**src/hdl/ssd_pkg.sv**
```systemverilog
// Shared types, codes and segment tables for the seven-segment scan driver.
package ssd_pkg;

   localparam int VALUE_W = 14;
   localparam int MODE_W = 2;
   localparam int DIGEN_W = 4;
   localparam int SEG_W = 10;
   localparam int CODE_W = 4;
   localparam int NUM_DIGITS = 4;
   localparam int POS_W = 2;
   localparam int KIND_W = 2;

   localparam logic [MODE_W-1:0] MODE_DASHES = 2'd0;
   localparam logic [MODE_W-1:0] MODE_DEGREES = 2'd1;
   localparam logic [MODE_W-1:0] MODE_CELSIUS = 2'd2;
   localparam logic [MODE_W-1:0] MODE_KEYS = 2'd3;

   localparam logic [KIND_W-1:0] KIND_BLANK = 2'd0;
   localparam logic [KIND_W-1:0] KIND_DASHES = 2'd1;
   localparam logic [KIND_W-1:0] KIND_SHOW = 2'd2;

   localparam logic [POS_W-1:0] POS_FIRST = 2'd0;
   localparam logic [POS_W-1:0] POS_SECOND = 2'd1;
   localparam logic [POS_W-1:0] POS_THIRD = 2'd2;

   localparam logic [CODE_W-1:0] CODE_C = 4'd10;
   localparam logic [VALUE_W-1:0] MAX_TENTHS = 14'd9999;
   localparam logic [VALUE_W-1:0] THRESHOLD_RESET = 14'd300;

   localparam logic [SEG_W-1:0] SEG_G = 10'h040;
   localparam logic [DIGEN_W-1:0] DIGEN_ALL = 4'hF;

   // reciprocal multipliers, exact for values up to 9999
   localparam int PROD_W = 28;
   localparam logic [PROD_W-1:0] RECIP_1000 = 28'd16778;
   localparam logic [PROD_W-1:0] RECIP_100 = 28'd10486;
   localparam logic [PROD_W-1:0] RECIP_10 = 28'd13108;

   typedef struct packed {
      logic [MODE_W-1:0] display_mode;
      logic [VALUE_W-1:0] value_tenths;
      logic [VALUE_W-1:0] temperature_tenths;
      logic blink_on;
   } req_type;

   typedef struct packed {
      logic [DIGEN_W-1:0] digit_enable;
      logic [SEG_W-1:0] segment_mask;
   } rsp_type;

   typedef struct packed {
      logic [KIND_W-1:0] kind;
      logic [MODE_W-1:0] mode;
      logic [VALUE_W-1:0] value;
      logic [3:0] q1000;
      logic [6:0] q100;
      logic [9:0] q10;
   } front_stage_type;

   typedef struct packed {
      logic [KIND_W-1:0] kind;
      logic [MODE_W-1:0] mode;
      logic [NUM_DIGITS-1:0][CODE_W-1:0] digits;
   } queue_entry_type;

   typedef struct packed {
      logic full;
      logic empty;
   } queue_status_type;

   function automatic logic [6:0] glyph(input logic [CODE_W-1:0] code);
      logic [6:0] seg;
      case (code)
         4'd0: seg = 7'h3F;
         4'd1: seg = 7'h06;
         4'd2: seg = 7'h5B;
         4'd3: seg = 7'h4F;
         4'd4: seg = 7'h66;
         4'd5: seg = 7'h6D;
         4'd6: seg = 7'h7D;
         4'd7: seg = 7'h07;
         4'd8: seg = 7'h7F;
         4'd9: seg = 7'h6F;
         4'd10: seg = 7'h39;
         default: seg = 7'h00;
      endcase
      return seg;
   endfunction

endpackage

```
**src/hdl/seven_segment_scan_driver_core.sv**
```systemverilog
// Top level of the multiplexed four-digit seven-segment scan driver.
//
//   channel | prefix | direction | beat
//   --------+--------+-----------+-------------------------------------------
//   request | req_   | in        | one refresh tick: mode, value, temp, blink
//   result  | rsp_   | out       | digit enable and segment mask, one per tick
//   config  | csr_   | in        | alarm threshold in tenths, write only
//
// One tick per cycle sustained while rsp_stall stays low; a tick passes the front register
// (loaded at accept), then the queue, then the result register before it shows on rsp_.
// Synchronous reset clears the scan position, latched digits and threshold (300).
// A stall on rsp_ holds QUEUE_DEPTH + 2 beats (front register, queue, result
// register), then raises req_stall.
module seven_segment_scan_driver_core #(
   parameter int QUEUE_DEPTH = 4
) (
   input  logic             clock,
   input  logic             reset,
   input  logic             req_valid,
   output logic             req_stall,
   input  ssd_pkg::req_type req_data,
   output logic             rsp_valid,
   input  logic             rsp_stall,
   output ssd_pkg::rsp_type rsp_data,
   input  logic             csr_write_enable,
   input  logic [13:0]      csr_write_data
);
   import ssd_pkg::*;

   logic push;
   logic pop;
   queue_entry_type push_entry;
   queue_entry_type head_entry;
   queue_status_type queue_status;

   ssd_front u_front (
      .clock            (clock),
      .reset            (reset),
      .req_valid        (req_valid),
      .req_stall        (req_stall),
      .req_data         (req_data),
      .csr_write_enable (csr_write_enable),
      .csr_write_data   (csr_write_data),
      .push             (push),
      .push_entry       (push_entry),
      .queue_status     (queue_status)
   );

   ssd_queue #(
      .DEPTH (QUEUE_DEPTH)
   ) u_queue (
      .clock      (clock),
      .reset      (reset),
      .push       (push),
      .push_entry (push_entry),
      .pop        (pop),
      .head_entry (head_entry),
      .status     (queue_status)
   );

   ssd_back u_back (
      .clock        (clock),
      .reset        (reset),
      .head_entry   (head_entry),
      .queue_status (queue_status),
      .pop          (pop),
      .rsp_valid    (rsp_valid),
      .rsp_stall    (rsp_stall),
      .rsp_data     (rsp_data)
   );

endmodule

```
**src/hdl/ssd_front.sv**
```systemverilog
// Front end: accept ticks, classify them and split the value into digits.
module ssd_front (
   input  logic                     clock,
   input  logic                     reset,
   input  logic                     req_valid,
   output logic                     req_stall,
   input  ssd_pkg::req_type         req_data,
   input  logic                     csr_write_enable,
   input  logic [13:0]              csr_write_data,
   output logic                     push,
   output ssd_pkg::queue_entry_type push_entry,
   input  ssd_pkg::queue_status_type queue_status
);
   import ssd_pkg::*;

   logic [VALUE_W-1:0] threshold_ff, threshold_in;
   logic stage_valid_ff, stage_valid_in;
   front_stage_type stage_ff, stage_in;
   logic load;
   logic [VALUE_W-1:0] value_sat;
   logic [PROD_W-1:0] prod_1000, prod_100, prod_10;
   logic [6:0] d1_wide;
   logic [9:0] d2_wide;
   logic [VALUE_W-1:0] d3_wide;

   assign threshold_in = csr_write_enable ? csr_write_data : threshold_ff;

   assign push = stage_valid_ff && !queue_status.full;
   assign req_stall = stage_valid_ff && queue_status.full;
   assign load = req_valid && !req_stall;
   assign stage_valid_in = load || (stage_valid_ff && !push);

   always_comb begin
      value_sat = (req_data.value_tenths > MAX_TENTHS) ? MAX_TENTHS : req_data.value_tenths;
      prod_1000 = PROD_W'(value_sat) * RECIP_1000;
      prod_100 = PROD_W'(value_sat) * RECIP_100;
      prod_10 = PROD_W'(value_sat) * RECIP_10;
      stage_in.mode = req_data.display_mode;
      stage_in.value = value_sat;
      stage_in.q1000 = prod_1000[27:24];
      stage_in.q100 = prod_100[26:20];
      stage_in.q10 = prod_10[26:17];
      if ((req_data.temperature_tenths >= threshold_ff) && !req_data.blink_on) begin
         stage_in.kind = KIND_BLANK;
      end else if (req_data.display_mode == MODE_DASHES) begin
         stage_in.kind = KIND_DASHES;
      end else begin
         stage_in.kind = KIND_SHOW;
      end
   end

   always_comb begin
      d1_wide = stage_ff.q100 - ({3'b000, stage_ff.q1000} << 3)
              - ({3'b000, stage_ff.q1000} << 1);
      d2_wide = stage_ff.q10 - ({3'b000, stage_ff.q100} << 3)
              - ({3'b000, stage_ff.q100} << 1);
      d3_wide = stage_ff.value - ({4'b0000, stage_ff.q10} << 3)
              - ({4'b0000, stage_ff.q10} << 1);
      push_entry.kind = stage_ff.kind;
      push_entry.mode = stage_ff.mode;
      push_entry.digits[0] = stage_ff.q1000;
      push_entry.digits[1] = d1_wide[CODE_W-1:0];
      push_entry.digits[2] = d2_wide[CODE_W-1:0];
      push_entry.digits[3] = (stage_ff.mode == MODE_CELSIUS) ? CODE_C : d3_wide[CODE_W-1:0];
   end

   always_ff @(posedge clock) begin
      if (reset) begin
         threshold_ff <= THRESHOLD_RESET;
         stage_valid_ff <= 1'b0;
      end else begin
         threshold_ff <= threshold_in;
         stage_valid_ff <= stage_valid_in;
      end
   end

   always_ff @(posedge clock) begin
      if (load) begin
         stage_ff <= stage_in;
      end
   end

endmodule

```
**src/hdl/ssd_queue.sv**
```systemverilog
// Small flip-flop queue between the front end and the scan back end.
module ssd_queue #(
   parameter int DEPTH = 4
) (
   input  logic                      clock,
   input  logic                      reset,
   input  logic                      push,
   input  ssd_pkg::queue_entry_type  push_entry,
   input  logic                      pop,
   output ssd_pkg::queue_entry_type  head_entry,
   output ssd_pkg::queue_status_type status
);
   import ssd_pkg::*;

   localparam int PTR_W = (DEPTH > 1) ? $clog2(DEPTH) : 1;
   localparam int CNT_W = $clog2(DEPTH + 1);

   queue_entry_type entries_ff [DEPTH];
   logic [PTR_W-1:0] wr_ptr_ff, wr_ptr_in;
   logic [PTR_W-1:0] rd_ptr_ff, rd_ptr_in;
   logic [CNT_W-1:0] count_ff, count_in;

   assign status.full = (count_ff == CNT_W'(DEPTH));
   assign status.empty = (count_ff == '0);
   assign head_entry = entries_ff[rd_ptr_ff];

   always_comb begin
      wr_ptr_in = wr_ptr_ff;
      rd_ptr_in = rd_ptr_ff;
      count_in = count_ff;
      if (push) begin
         wr_ptr_in = (wr_ptr_ff == PTR_W'(DEPTH - 1)) ? '0 : wr_ptr_ff + 1'b1;
      end
      if (pop) begin
         rd_ptr_in = (rd_ptr_ff == PTR_W'(DEPTH - 1)) ? '0 : rd_ptr_ff + 1'b1;
      end
      if (push && !pop) begin
         count_in = count_ff + 1'b1;
      end else if (pop && !push) begin
         count_in = count_ff - 1'b1;
      end
   end

   always_ff @(posedge clock) begin
      if (reset) begin
         wr_ptr_ff <= '0;
         rd_ptr_ff <= '0;
         count_ff <= '0;
      end else begin
         wr_ptr_ff <= wr_ptr_in;
         rd_ptr_ff <= rd_ptr_in;
         count_ff <= count_in;
      end
   end

   always_ff @(posedge clock) begin
      if (push) begin
         entries_ff[wr_ptr_ff] <= push_entry;
      end
   end

endmodule

```
**src/hdl/ssd_back.sv**
```systemverilog
// Back end: scan position, digit latch, glyph lookup and result register.
module ssd_back (
   input  logic                      clock,
   input  logic                      reset,
   input  ssd_pkg::queue_entry_type  head_entry,
   input  ssd_pkg::queue_status_type queue_status,
   output logic                      pop,
   output logic                      rsp_valid,
   input  logic                      rsp_stall,
   output ssd_pkg::rsp_type          rsp_data
);
   import ssd_pkg::*;

   logic [POS_W-1:0] pos_ff, pos_in;
   logic [NUM_DIGITS-1:0][CODE_W-1:0] digits_ff, digits_in;
   logic rsp_valid_ff, rsp_valid_in;
   rsp_type rsp_data_ff, rsp_data_in;
   logic [CODE_W-1:0] code;
   logic point;

   assign pop = !queue_status.empty && (!rsp_valid_ff || !rsp_stall);
   assign rsp_valid_in = pop || (rsp_valid_ff && rsp_stall);
   assign rsp_valid = rsp_valid_ff;
   assign rsp_data = rsp_data_ff;

   always_comb begin
      pos_in = pos_ff;
      digits_in = digits_ff;
      code = (pos_ff == POS_FIRST) ? head_entry.digits[0] : digits_ff[pos_ff];
      point = ((head_entry.mode == MODE_DEGREES) && (pos_ff == POS_THIRD))
           || ((head_entry.mode == MODE_CELSIUS) && (pos_ff == POS_SECOND));
      rsp_data_in.digit_enable = '0;
      rsp_data_in.segment_mask = '0;
      case (head_entry.kind)
         KIND_DASHES: begin
            rsp_data_in.digit_enable = DIGEN_ALL;
            rsp_data_in.segment_mask = SEG_G;
         end
         KIND_SHOW: begin
            rsp_data_in.digit_enable = DIGEN_W'(1) << pos_ff;
            rsp_data_in.segment_mask = {2'b00, point, glyph(code)};
            if (pop) begin
               pos_in = pos_ff + 1'b1;
               if (pos_ff == POS_FIRST) begin
                  digits_in = head_entry.digits;
               end
            end
         end
         default: begin
            rsp_data_in.digit_enable = '0;
            rsp_data_in.segment_mask = '0;
         end
      endcase
   end

   always_ff @(posedge clock) begin
      if (reset) begin
         pos_ff <= '0;
         digits_ff <= '0;
         rsp_valid_ff <= 1'b0;
      end else begin
         pos_ff <= pos_in;
         digits_ff <= digits_in;
         rsp_valid_ff <= rsp_valid_in;
      end
   end

   always_ff @(posedge clock) begin
      if (pop) begin
         rsp_data_ff <= rsp_data_in;
      end
   end

endmodule

```
**config.mk**
```make
export PLATFORM = sky130hd
export DESIGN_NAME = seven_segment_scan_driver_core
export DESIGN_NICKNAME = d
export VERILOG_FILES = /design/src/hdl/ssd_pkg.sv /design/src/hdl/seven_segment_scan_driver_core.sv /design/src/hdl/ssd_front.sv /design/src/hdl/ssd_queue.sv /design/src/hdl/ssd_back.sv
export SDC_FILE = /design/constraint.sdc
export NUM_CORES = 1
export LEC_CHECK = 0
export BUFFER_PORTS_ARGS = -buffer_cell sky130_fd_sc_hd__buf_2
export CORE_MARGIN = 2
export CORE_UTILIZATION = 58
export DETAILED_ROUTE_END_ITERATION = 8
export PLACE_DENSITY = 0.87
export SKIP_LAST_GASP = 1
export SYNTH_ARGS = -nofsm -noshare
export SYNTH_HDL_FRONTEND = slang
export SYNTH_SLANG_ARGS = --single-unit
```
**constraint.sdc**
```tcl
create_clock -name clock -period 5.4 [get_ports clock]
set_input_delay 0.54 -clock clock [delete_from_list [all_inputs] [get_ports clock]]
set_output_delay 0.54 -clock clock [all_outputs]
set_load 0.03 [all_outputs]
```
# Yosys cells after proc, flatten, opt, wreduce, memory -nomap -nowiden

Memory sizes are Yosys's and may differ from the RTL's. A register that Yosys moved wholly into a read port is not among the register bits.
Index checks and enable logic that the tools add are counted.

Logic and storage cells: 93
ROM bits: 112
RAM bits: 80
Register bits: 75
Memories kept: 2
Bits of input ports: 50
Output and inout bits: 16

Memory list:

| name               | depth | width | read ports | clocked after memory_dff | wr ports | line            | RTL |
|---|---|---|---|---|---|---|---|
| (no name shown)    | 16    | 7     | 1          | 0                        | 0        | ssd_pkg.sv:73   | `case (code)` |
| u_queue.entries_ff | 4     | 20    | 1          | 1                        | 1        | ssd_queue.sv:18 | `queue_entry_type entries_ff [DEPTH];` |

Shift-type cells: 1
Equal/unequal tests: 10
Multiplexer cells: 15
Multiply operators: 3
Reductions and logical operators: 29
$lt $le $gt $ge: 3
$add $sub $neg: 11

Operators by type and width:

| kind                                                 | count |
|---|---|
| case mux 14 bit (2 select lines)                     | 1 |
| multiplier 14 x 14 -> 27 bit (second input constant) | 1 |
| subtractor 4 bit                                     | 6 |
| multiplier 14 x 13 -> 23 bit (second input constant) | 1 |
| multiplier 14 x 12 -> 19 bit (second input constant) | 1 |
| greater-or-equal comparator 14 bit                   | 1 |
| > comparator 14 bit (second input constant)          | 1 |
| two-way mux 14 bit                                   | 1 |
| equality test 2 bit (second input constant)          | 6 |
| two-way mux 4 bit                                    | 3 |
| logical AND 1 bit                                    | 11 |
| two-way mux 2 bit                                    | 5 |
| binary-select mux 4 bit (select 2 bit)               | 1 |
| logical NOT 1 bit                                    | 8 |
| adder 2 x 1 -> 2 bit (second input constant)         | 3 |
| equality test 2 x 1 -> 1 bit (second input constant) | 3 |
| two-way mux 3 bit                                    | 2 |
| logical NOT 2 bit                                    | 2 |
| logical OR 1 bit                                     | 4 |
| left shift 1 x 2 -> 4 bit (first input constant)     | 1 |
| adder 3 x 1 -> 3 bit (second input constant)         | 1 |
| equality test 3 bit (second input constant)          | 1 |
| logical NOT 3 bit                                    | 1 |
| < comparator 2 x 3 -> 1 bit (second input constant)  | 1 |
| other kinds (5)                                      | 6 |

# Longest topological paths before layout

Gate-level depths: netlist (run 1).

Depth after elaboration: 7
Depth in mapped cells: 26
Mapped depth without buffers: 24

# Cells and area by module

A second synthesis (run 1) with hierarchy kept.

Cells, all modules: 1372
Area total of the unflattened synthesis: 14281.2 um2

By module, submodules not included:

| module    | sequential area each (um2) | times used | area an instance (um2) | cells an instance |
|---|---|---|---|---|
| ssd_front | 900.9                      | 1          | 9336.5                 | 1052 |
| ssd_queue | 2582.5                     | 1          | 3325.7                 | 148 |
| ssd_back  | 740.7                      | 1          | 1619.1                 | 172 |

# Least setup slack after synthesis (run 1)

Ideal clock, no wire load.

Path kind: input to register
Start point: input port req_data[24] in the netlist's numbering
End point: register u_front.stage_ff[13] in the netlist's numbering (data pin)
Library setup time: 260 ps
Cell stages on the path: 23
Data required time: 5140 ps
Path slack: -60 ps
Path buffers: 2
Arrival: 5200 ps
Cell sequence: buf_2 nand3_1 o21ai_1 nand2_1 buf_2 nand2b_1 inv_1 fa_1 inv_1 ha_1 fa_1 fa_1 inv_1 fa_1 inv_1 ha_1 a21o_1 a21oi_1 o211ai_1 a31oi_4 o21ai_2 a221oi_2 xnor2_1

Longest elaborated chain between the ends: 3

Ends and longest elaborated chain:

| item                             | line                                 | RTL |
|---|---|---|
| from (decl)                      | seven_segment_scan_driver_core.sv:21 | `input ssd_pkg::req_type req_data,` |
| > comparator 14 bit              | ssd_front.sv:34                      | `value_sat = (req_data.value_tenths > MAX_TENTHS) ? MAX_TENTHS : req_data.value_tenths;` |
| two-way mux 14 bit (*)           | ssd_front.sv:34                      |  |
| multiplier 14 x 13 -> 23 bit (*) | ssd_front.sv:36                      | `prod_100 = PROD_W'(value_sat) * RECIP_100;` |
| via u_front.prod_100[23]         | ssd_front.sv:21                      | `logic [PROD_W-1:0] prod_1000, prod_100, prod_10;` |
| to (signal assigned)             | ssd_front.sv:79                      | `stage_ff <= stage_in;` |
| to (decl)                        | ssd_front.sv:18                      | `front_stage_type stage_ff, stage_in;` |

Mark *: on every way through the listed nets, which the timed path passes. The rest lies on a longest branch.
A chain may end at the register's enable or synchronous reset.

# Final worst setup path (run 1)

Start point: input port req_data[22] in the netlist's numbering
End point: register u_front.stage_ff[13] in the netlist's numbering (data pin)

Same word-level chain as after synthesis.

==> impl_metrics.py, run 1 <==
metrics = {
    "flow_run": {
        "drv_cap": 0,
    },
    "floorplan": {
        "io_pins": 66,
        "die_area_um2": 25500,
        "core_area_um2": 23600,
        "die_h_um": 160,
        "initial_core_util_pct": 59.6,
        "rows": 56,
        "die_x_um": 160,
    },
    "hold_path": {
        "holdPathEnd": "u_front.push_entry[17]",
        "hp-class": "in -> reg",
        "min_from": "req_data[30]",
        "hold_depth": 1,
    },
    "global_route": {
        "gr-total-overflow": 0,
        "grt_antenna_before_repair": 0,
        "grt_pass1_vias": 10680,
        "grt_max_degree": 39,
        "grt.total_usage_pct": 26.6,
        "grt_pass1_wl_um": 53200,
    },
    "setup_path": {
        "required_ns": 5.57,
        "slowest_delay_ns": 0.53,
        "startpoint_type": "primary input",
        "cp_cell_sequence": "buf_2 -> nor4_2 -> o21ai_2 -> and2_1 -> nor2_4 -> inv_1 -> xnor2_1 -> ha_1 -> or2_2 -> ha_1 -> fa_1 -> fa_1 -> inv_1 -> fa_1 -> inv_1 -> ha_1 -> a21o_1 -> a21oi_1 -> o211ai_1 -> a31oi_4 -> o21ai_2 -> a221oi_2 -> xnor2_1",
        "crit_buf_inv": 4,
        "rrSetupSlack_ns": 2.30,
        "crit_fanout": 3,
        "rr_worst_depth": 6,
        "cp-end-kind": "register",
        "cpMaxStageDelayCell": "fa_1",
        "cp.arrival_ns": 5.35,
        "criticalPathCategory": "in -> reg",
        "timing.rr.end": "u_back.digits_ff[2]",
        "cp_top_family": "adder cells",
    },
    "logic_synthesis": {
        "synth_top_area_cell": "edfxtp_1",
        "ys_warn_count": 0,
        "synth_area_leaders": "edfxtp_1 24%, ha_1 20%, fa_1 16%, inv_1 8.1%, dfxtp_1 6.1%",
        "synth-xor-area-share_pct": 4.42,
        "async_flop_share_pct": 0,
        "yosysTopAreaCellShare_pct": 23.9,
        "synth-edff-count": 112,
        "synth_top_family_by_area": "adder cells",
        "synth_compound_gate_area_share_pct": 6.05,
        "seq_area_frac_synth_pct": 30.0,
        "muxShareOfSynthArea_pct": 5.68,
        "synth_fa_ha_area_share_pct": 36.0,
        "synthCells": 1336,
        "synth.cell_area_um2": 14100,
        "synth_cell_type_count": 61,
        "ys.flop_type": "edfxtp_1",
        "postSynthAreaPerCell_um2": 10.5,
        "ys_seq_elements": 155,
        "synth_simple_gate_area_share_pct": 8.47,
    },
    "final_layout": {
        "fin_cells": 1814,
        "antenna_cells": 0,
        "drive_above_1_share_pct": 15.8,
        "nets": 1870,
        "area_delta_synth_final_pct": 13.4,
    },
    "drt": {
        "dr_total_vias": 9996,
        "drc_errors": 0,
        "routed_wl_um": 32900,
        "drt_iter0_drc": 774,
        "vias_per_cell": 5.51,
        "ant_nets": 0,
        "avgRoutedWirePerCell_um": 18.1,
        "dr.pass1.iters": 5,
    },
    "timing": {
        "timing.fmax_mhz": 193,
        "setup_slack_ns": 0.226,
        "setup_viol": 0,
        "finalHoldViolCount": 0,
        "rsz0062_at_grt": "yes",
        "min_period_over_period_pct": 95.8,
        "drv_slew": 0,
        "relSlewSlack_pct": 22.7,
        "hold_slack_ns": 0.320,
        "finalSetupTns_ns": 0,
        "fin_crit_ns": 5.17,
        "finClkSkew_ns": 0.00654,
        "tightest_slew_ns": 1.15,
    },
    "power_and_ir_drop": {
        "p_switching_mw": 3.23,
        "p_int_mw": 4.37,
        "clkPwrFrac_pct": 15.2,
        "swShare_pct": 42.5,
        "pwr_density_cell_nw_per_um2": 477,
        "seq_power_share_pct": 24.8,
        "p_comb_share_pct": 60.0,
        "worst_ir_drop_vdd_mv": 0.287,
        "leakage_nw": 7.84,
    },
    "clock_network": {
        "post-cts-setup-buffers": 0,
        "clock-sinks": 155,
        "cts_tree": "done",
        "clk_pin_slew_worst_paths_ns": 0.06,
        "clk_latency_ns": 0.42,
        "clock-root-buffer": "clkbuf_16",
        "htreeDepth": 4,
        "numCtsBuffers": 17,
        "clockBufferDepth": 2,
    },
    "placed_design": {
        "dp_hpwl_um": 26000,
        "port_buffers": 63,
        "place_congestion": 1.03,
        "pre_cts_ws_ns": -0.262,
        "post-place-cells": 1782,
    },
    "outcome": {
        "outcome": "finished, final reports clean",
    },
}
power by group through the flow:
stage               sequential, mW  combinational (mW)  clock [mW]
global route                  1.91                5.17        1.21
global placement              1.89                4.22           0
finish                        1.89                4.56        1.15
CTS                           1.89                4.55        1.16
floorplan                     1.92                3.31           0
detailed placement            1.91                4.48           0
cell type report:
type	instances	area, µm²
multi-input combinational	844	8560
tap	319	399
timing repair buffer	160	1040
fill	1697	7660
sequential	155	4220
clock inverter	13	116
clock buffer	19	464
inverter	304	1140
Yosys cell counts, drive strengths merged (22+ instances only):
cell type / instances
o21ai: 24
edfxtp: 112
dfxtp: 43
nor2: 67
xnor2: 59
a21oi: 56
fa: 111
mux2i: 22
inv: 304
ha: 227
mux4: 24
nand2: 90
through the flow:
stage	total power [mW]	instance area [µm²]	utilization [%]
3_5_place_dp	6.39	15400	65.1
4_1_cts	7.61	15900	67.5
3_3_place_gp	6.10	15400	65.1
2_1_floorplan	5.23	14100	-
6_report	7.61	16000	67.6
5_1_grt	8.29	16000	67.6
cell usage in the layout (no fill, tap or decap), types with 43 or more instances in the layout:
master / n
a21oi_1: 55
dfxtp_1: 43
fa_1: 111
nand2_1: 89
buf_2: 63
ha_1: 227
xnor2_1: 59
buf_4: 97
nor2_1: 66
inv_1: 304
edfxtp_1: 112
how the worst max path moves through the flow:
stage | from | endpoint | slack, ns | cells past startpoint
after floorplan | req_data[24] | u_front.stage_ff[13] | 0.03 | 24
after global placement | req_data[22] | u_front.stage_ff[13] | -0.14 | 23
after detailed placement | req_data[22] | u_front.stage_ff[13] | -0.26 | 23
after CTS | req_data[22] | u_front.stage_ff[13] | 0.18 | 23
after global routing | req_data[22] | u_front.stage_ff[13] | -0.05 | 23
final | req_data[22] | u_front.stage_ff[13] | 0.23 | 23
registers in the layout, indices dropped and copies added, names as in the netlist, named ones only:
| signal | count |
|---|---|
| u_back.rsp_valid | 1 |
| u_front.threshold_ff | 14 |
| u_front.stage_valid_ff | 1 |
| u_front.stage_ff | 12 |
| u_queue.rd_ptr_ff | 2 |
| u_queue.wr_ptr_ff | 2 |
| u_queue.count_ff | 3 |
| u_back.digits_ff | 16 |
| u_front.push_entry | 8 |
| u_queue.entries_ff | 80 |
| u_back.rsp_data | 12 |
| u_back.pos_ff | 2 |
kinds of logic after synthesis:
kind of cell / Yosys count
AO/OA/AOI/OAI: 133
XOR/XNOR: 71
adder cells (fa/ha/maj): 338
buffers and inverters: 338
flip-flops: 155
multiplexers: 46
other: 1
AND/OR/NAND/NOR: 254
per-layer routing:
| layer | global-route usage (%) | up-vias | part of all wire [%] |
|---|---|---|---|
| met5 | 0 | - | 0 |
| met3 | 3.84 | 108 | 5.3 |
| met4 | 11.5 | 0 | 4.1 |
| met1 | 29.9 | 4882 | 38 |
| li1 | - | 4651 | - |
| met2 | 50.2 | 355 | 53 |
timing repair:
action	CTS	global route
resized for setup	0	2
setup endpoints to repair	0	5
hold buffers	0	0
No activity file was read; power rests on OpenSTA's default activity.
==> run 2: changes to the inputs <==
==> constraint.sdc (replaced) <==
create_clock -name clock -period 5.4 [get_ports clock]
set_input_delay 0.81 -clock clock [delete_from_list [all_inputs] [get_ports clock]]
set_output_delay 0.81 -clock clock [all_outputs]
set_load 0.03 [all_outputs]
==> run 2 against run 1 <==
Effect of this change: routed wire length up 3.1%; clock-buffer cell count shrank 2; fmax shrank 3.9%; power up 8.8%; flip-flop and latch count unchanged; first-iteration DRC count down 16%; die area unchanged; global-route usage is 0.29 points lower; critical path depth unchanged; sequential power hardly changed; combinational power grew 15%; hold slack better by 0.14 ns; critical endpoint is now u_front.stage_ff[3].
==> impl_metrics.py, run 2 (synthesis gave the netlist of run 1 again) <==
metrics = {
    "final_layout": {
        "largest_register_ffs": 80,
        "top_register": "u_queue.entries_ff",
        "nets": 1924,
        "final_common_cell": "inv_1",
        "area_delta_synth_final_pct": 19.6,
        "final_util_pct": 71.2,
        "reg_top3": "u_queue.entries_ff: 80 flops, u_back.digits_ff: 16 flops, u_front.threshold_ff: 14 flops",
        "drive_above_1_share_pct": 23.3,
        "antenna_cells": 0,
        "mostFrequentLayoutCells": "288 x inv_1, 208 x ha_1, 149 x buf_4",
    },
    "hold_path": {
        "hp-class": "reg -> reg",
        "holdPathEnd": "u_back.digits_ff[0]",
        "hold_depth": 2,
        "min_from": "u_back.digits_ff[0]",
    },
    "clock_network": {
        "cts-hold-fix-buffers": 0,
        "clk_pin_slew_worst_paths_ns": 0.06,
        "clock-root-buffer": "clkbuf_16",
        "clockBufferDepth": 2,
        "numCtsBuffers": 17,
        "clk_latency_ns": 0.42,
        "clock-sinks": 155,
        "cts_tree": "done",
        "htreeDepth": 4,
    },
    "floorplan": {
        "initial_core_util_pct": 59.6,
        "rows": 56,
        "io_pins": 66,
        "die_area_um2": 25500,
        "core_area_um2": 23600,
        "die_h_um": 160,
        "die_x_um": 160,
    },
    "setup_path": {
        "rrSetupSlack_ns": 2.39,
        "timing.rr.end": "u_back.digits_ff[4]",
        "startpoint_type": "primary input",
        "cp-end-kind": "register",
        "criticalPathCategory": "in -> reg",
        "slowest_delay_ns": 0.59,
        "cp_cell_sequence": "buf_4 -> nor4_4 -> o21ai_4 -> nand2_4 -> buf_4 -> nand2b_1 -> buf_4 -> ha_1 -> buf_4 -> nand2_1 -> nand2b_1 -> fa_1 -> fa_1 -> inv_1 -> fa_1 -> inv_1 -> ha_1 -> a21oi_2 -> nor2_1 -> a21oi_2 -> o31ai_4 -> o41ai_2 -> xnor2_1",
        "critPathMostFrequentCell": "buf_4",
        "required_ns": 5.56,
        "crit_buf_inv": 6,
        "cp.arrival_ns": 5.55,
        "crit_fanout": 5,
        "cp_top_family": "adder cells",
        "cpMaxStageDelayCell": "fa_1",
        "startpoint": "req_data[22]",
        "rr_worst_depth": 6,
    },
    "power_and_ir_drop": {
        "total_power_mw": 8.28,
        "pwr_density_cell_nw_per_um2": 492,
        "leakage_nw": 8.13,
        "worst_ir_drop_vdd_mv": 0.373,
    },
    "drt": {
        "drt-met1-wl_um": 13000,
        "routed_wl_um": 33900,
        "wl_met3_um": 1530,
        "vias_per_cell": 5.48,
        "top_layer": "met4",
        "ant_nets": 0,
        "dr.pass1.iters": 8,
        "route.met2.wl_um": 17600,
        "drt_iter0_drc": 653,
        "avgRoutedWirePerCell_um": 18.1,
        "dr_total_vias": 10243,
        "drc_errors": 0,
    },
    "global_route": {
        "grt_max_degree": 39,
        "grt_pass1_wl_um": 52700,
        "grt_pass1_vias": 10732,
        "grt_antenna_before_repair": 0,
        "gr-total-overflow": 0,
        "grt.total_usage_pct": 26.4,
    },
    "timing": {
        "finalHoldViolCount": 0,
        "tightest_slew_ns": 1.14,
        "min_period_over_period_pct": 99.7,
        "relSlewSlack_pct": 24.0,
        "finalSetupTns_ns": 0,
        "finClkSkew_ns": 0.00707,
        "rsz0062_at_grt": "yes",
        "drv_slew": 0,
        "fin_crit_ns": 5.38,
        "setup_viol": 0,
        "timing.fmax_mhz": 186,
    },
    "placed_design": {
        "dp_hpwl_um": 26500,
        "place_congestion": 1.02,
        "port_buffers": 63,
    },
    "outcome": {
        "outcome": "finished, final reports clean",
    },
    "flow_run": {
        "drv_cap": 0,
    },
}
## run 2: cell types whose count changed in the layout (fill, tap and decap cells not counted), sizes merged
cell	delta
nand2	+1
buf	+53
clkinv	+2
bufinv	+1
inv	-2
clkinvlp	+1
clkbuf	-2
## run 2: worst min-delay path, cell delays in order, from the launching register on
cell and delay [ns]:
dfxtp_1 0.31, nand2_1 0.05, a21oi_1 0.05
## run 2: timing repair
item | in CTS | in global routing
buffers inserted | 0 | 12
gates resized for setup | 1 | 77
endpoints found under the setup margin | 2 | 12
gates cloned | 0 | 1
pin swaps | 0 | 38
## run 2: where the power goes
part	internal [mW]	switching, mW	total (mW)
logic	2.36	2.89	5.25
clock network	0.678	0.467	1.15
registers	1.72	0.168	1.88
total	4.75	3.52	8.28
## run 2: metal layers
layer | up-vias | track usage (%)
met5 | - | 0
met4 | 0 | 12.9
met3 | 115 | 3.22
met2 | 318 | 48.0
met1 | 5049 | 30.8
li1 | 4761 | -
## run 2: worst max path at each step
stage,end,cells past startpoint
2_1_floorplan,u_front.stage_ff[13],23
3_3_place_gp,u_front.stage_ff[13],25
3_5_place_dp,u_front.stage_ff[13],24
4_1_cts,u_front.stage_ff[12],23
5_1_grt,u_front.stage_ff[13],25
6_report,u_front.stage_ff[3],23
## run 2: metrics by stage
step	cell area, µm²	cells	setup WS (ns)	hold WS [ns]
2_1_floorplan	14200	1337	0.00573	0.433
6_report	16800	1868	0.0168	0.464
4_1_cts	16300	1855	-0.0126	0.457
5_1_grt	16800	1868	-0.135	0.473
3_3_place_gp	15800	1823	-0.366	0.440
3_5_place_dp	15800	1823	-0.463	0.448
## run 2: area by class of cell
class | instances | area (µm²)
Multi-Input combinational cell | 845 | 9010
Fill cell | 1523 | 6800
Sequential cell | 155 | 4220
Timing Repair Buffer | 213 | 1460
Inverter | 304 | 1150
Clock buffer | 17 | 425
Tap cell | 319 | 399
Clock inverter | 15 | 150
==> run 3: changes to the inputs <==
Settings changed: CORE_UTILIZATION 58 to 32, MAX_ROUTING_LAYER from default to met4, PLACE_DENSITY 0.87 to 0.57.
==> run 3 against run 2 <==
Effect of this change: sequential share of layout area fell by 0.58 points; utilization fell by 31 points; first-iteration DRC count fell by 37%; hold slack got worse by 0.0077 ns; flip-flop and latch count did not move; final area rose by 2.4%; cell count rose by 15%; worst setup slack improved by 0.13 ns; non-clock buffer count rose by 8; highest routed layer unchanged.
==> impl_metrics.py, run 3 (synthesis gave the netlist of run 1 again) <==
metrics = {
    "final_layout": {
        "reg_top3": "u_queue.entries_ff: 80 flops, u_back.digits_ff: 16 flops, u_front.threshold_ff: 14 flops",
        "nFillCells": 4290,
        "antenna_cells": 0,
        "top_register": "u_queue.entries_ff",
        "multi_input_area_um2": 8980,
        "nets": 1931,
        "drive_above_1_share_pct": 23.5,
        "regArea_um2": 4220,
        "final_common_cell": "inv_1",
        "mostFrequentLayoutCells": "291 x inv_1, 209 x ha_1, 154 x buf_4",
        "largest_register_ffs": 80,
        "final_util_pct": 39.8,
        "area_delta_synth_final_pct": 22.4,
    },
    "power_and_ir_drop": {
        "worst_ir_drop_vdd_mv": 0.211,
        "seq_power_share_pct": 22.9,
        "total_power_mw": 8.05,
        "clkPwrFrac_pct": 15.1,
        "p_int_mw": 4.70,
        "pwr_density_cell_nw_per_um2": 468,
        "leakage_nw": 8.19,
        "p_switching_mw": 3.35,
        "p_comb_share_pct": 62.1,
        "swShare_pct": 41.7,
    },
    "setup_path": {
        "cp-end-kind": "register",
        "criticalPathCategory": "in -> reg",
        "cp.arrival_ns": 5.43,
        "required_ns": 5.57,
        "startpoint_type": "primary input",
        "rr_worst_depth": 7,
        "crit_fanout": 6,
    },
    "clock_network": {
        "cts_tree": "done",
        "cts-hold-fix-buffers": 0,
        "numCtsBuffers": 17,
        "clk_latency_ns": 0.42,
        "clk_pin_slew_worst_paths_ns": 0.07,
        "clockBufferDepth": 2,
        "clock-root-buffer": "clkbuf_16",
        "clock-sinks": 155,
        "htreeDepth": 4,
    },
    "timing": {
        "finClkSkew_ns": 0.0129,
        "fin_crit_ns": 5.26,
        "relSlewSlack_pct": 24.9,
        "drv_slew": 0,
        "setup_slack_ns": 0.143,
        "finalHoldViolCount": 0,
        "finalSetupTns_ns": 0,
        "setup_viol": 0,
        "tightest_slew_ns": 1.13,
        "timing.fmax_mhz": 190,
        "min_period_over_period_pct": 97.4,
    },
    "hold_path": {
        "hp-class": "reg -> reg",
        "hold_depth": 2,
    },
    "outcome": {
        "outcome": "finished, final reports clean",
    },
    "drt": {
        "dr_total_vias": 9646,
        "routed_wl_um": 32800,
        "drt_iter0_drc": 412,
        "vias_per_cell": 4.51,
        "avgRoutedWirePerCell_um": 15.3,
        "ant_nets": 0,
        "drc_errors": 0,
        "dr.pass1.iters": 5,
    },
    "floorplan": {
        "die_x_um": 214,
        "core_area_um2": 43300,
        "rows": 76,
        "io_pins": 66,
        "initial_core_util_pct": 32.5,
        "die_area_um2": 45600,
        "die_h_um": 214,
    },
    "global_route": {
        "grt.total_usage_pct": 15.4,
        "grt_antenna_before_repair": 0,
        "grt_pass1_wl_um": 52300,
        "grt_max_degree": 39,
        "grt_pass1_vias": 10029,
        "gr-total-overflow": 0,
    },
    "placed_design": {
        "pre_cts_ws_ns": -0.607,
        "dp_hpwl_um": 27200,
        "port_buffers": 63,
        "place_congestion": 0.920,
    },
    "flow_run": {
        "drv_cap": 0,
    },
}
-- run 3: cell type report --
type                       instances  share of cell area (%)
tap                              585                    4.25
sequential                       155                    24.5
clock inverter                    15                    1.02
multi-input combinational        844                    52.2
clock buffer                      17                    2.47
inverter                         304                    6.67
timing repair buffer             221                    8.86
-- run 3: worst paths after layout --
| kind | from | endpoint | slack (ns) |
|---|---|---|---|
| setup / recovery | req_data[20] | u_front.stage_ff[13] | 0.14 |
| hold / removal | u_back.digits_ff[10] | u_back.digits_ff[10] | 0.46 |
| setup reg to reg | register | u_back.digits_ff[5] | 2.74 |
| hold reg to reg | u_back.digits_ff[10] | u_back.digits_ff[10] | 0.46 |
-- run 3: metal layers --
| layer | part of all wire (%) | vias to the layer above | wire length (µm) | track usage [%] |
|---|---|---|---|---|
| met1 | 44 | 4689 | 14500 | 19.1 |
| met5 | 0 | - | 0 | - |
| met4 | 1.7 | 0 | 569 | 3.45 |
| met2 | 51 | 151 | 16700 | 27.1 |
| met3 | 2.9 | 37 | 940 | 1.44 |
| li1 | - | 4769 | - | - |
-- run 3: power groups by stage --
stage | combinational (mW) | sequential, mW | clock (mW)
floorplan | 3.37 | 1.92 | 0
global placement | 4.58 | 1.86 | 0
detailed placement | 4.73 | 1.87 | 0
CTS | 4.77 | 1.85 | 1.24
global route | 5.71 | 1.87 | 1.28
finish | 5.00 | 1.84 | 1.21
-- run 3: what timing repair did --
action                     in CTS  in global routing
pin swaps                       0                 38
gates resized for setup         6                 66
setup endpoints to repair       9                 11
setup buffers                   0                 11
-- run 3: critical path, cell delays in order --
cell,delay [ns]
buf_2,0.12
nor4_4,0.30
o21ai_4,0.09
nand2_4,0.12
buf_6,0.15
nand2b_4,0.07
ha_4,0.25
buf_6,0.13
ha_1,0.17
or2_2,0.29
ha_2,0.19
fa_1,0.47
ha_1,0.28
inv_1,0.05
fa_1,0.54
inv_1,0.04
ha_1,0.19
a21o_1,0.18
a21oi_2,0.13
o211ai_1,0.14
a31oi_4,0.23
o21ai_4,0.11
a221oi_2,0.27
xnor2_1,0.09
-- run 3: metrics by stage --
step | hold slack [ns] | instances | area (µm²)
final | 0.456 | 2141 | 17200
after global routing | 0.475 | 2141 | 17200
after CTS | 0.460 | 2130 | 16800
after detailed placement | 0.448 | 2098 | 16200
after global placement | 0.442 | 2098 | 16200
after floorplan | 0.433 | 1337 | 14200
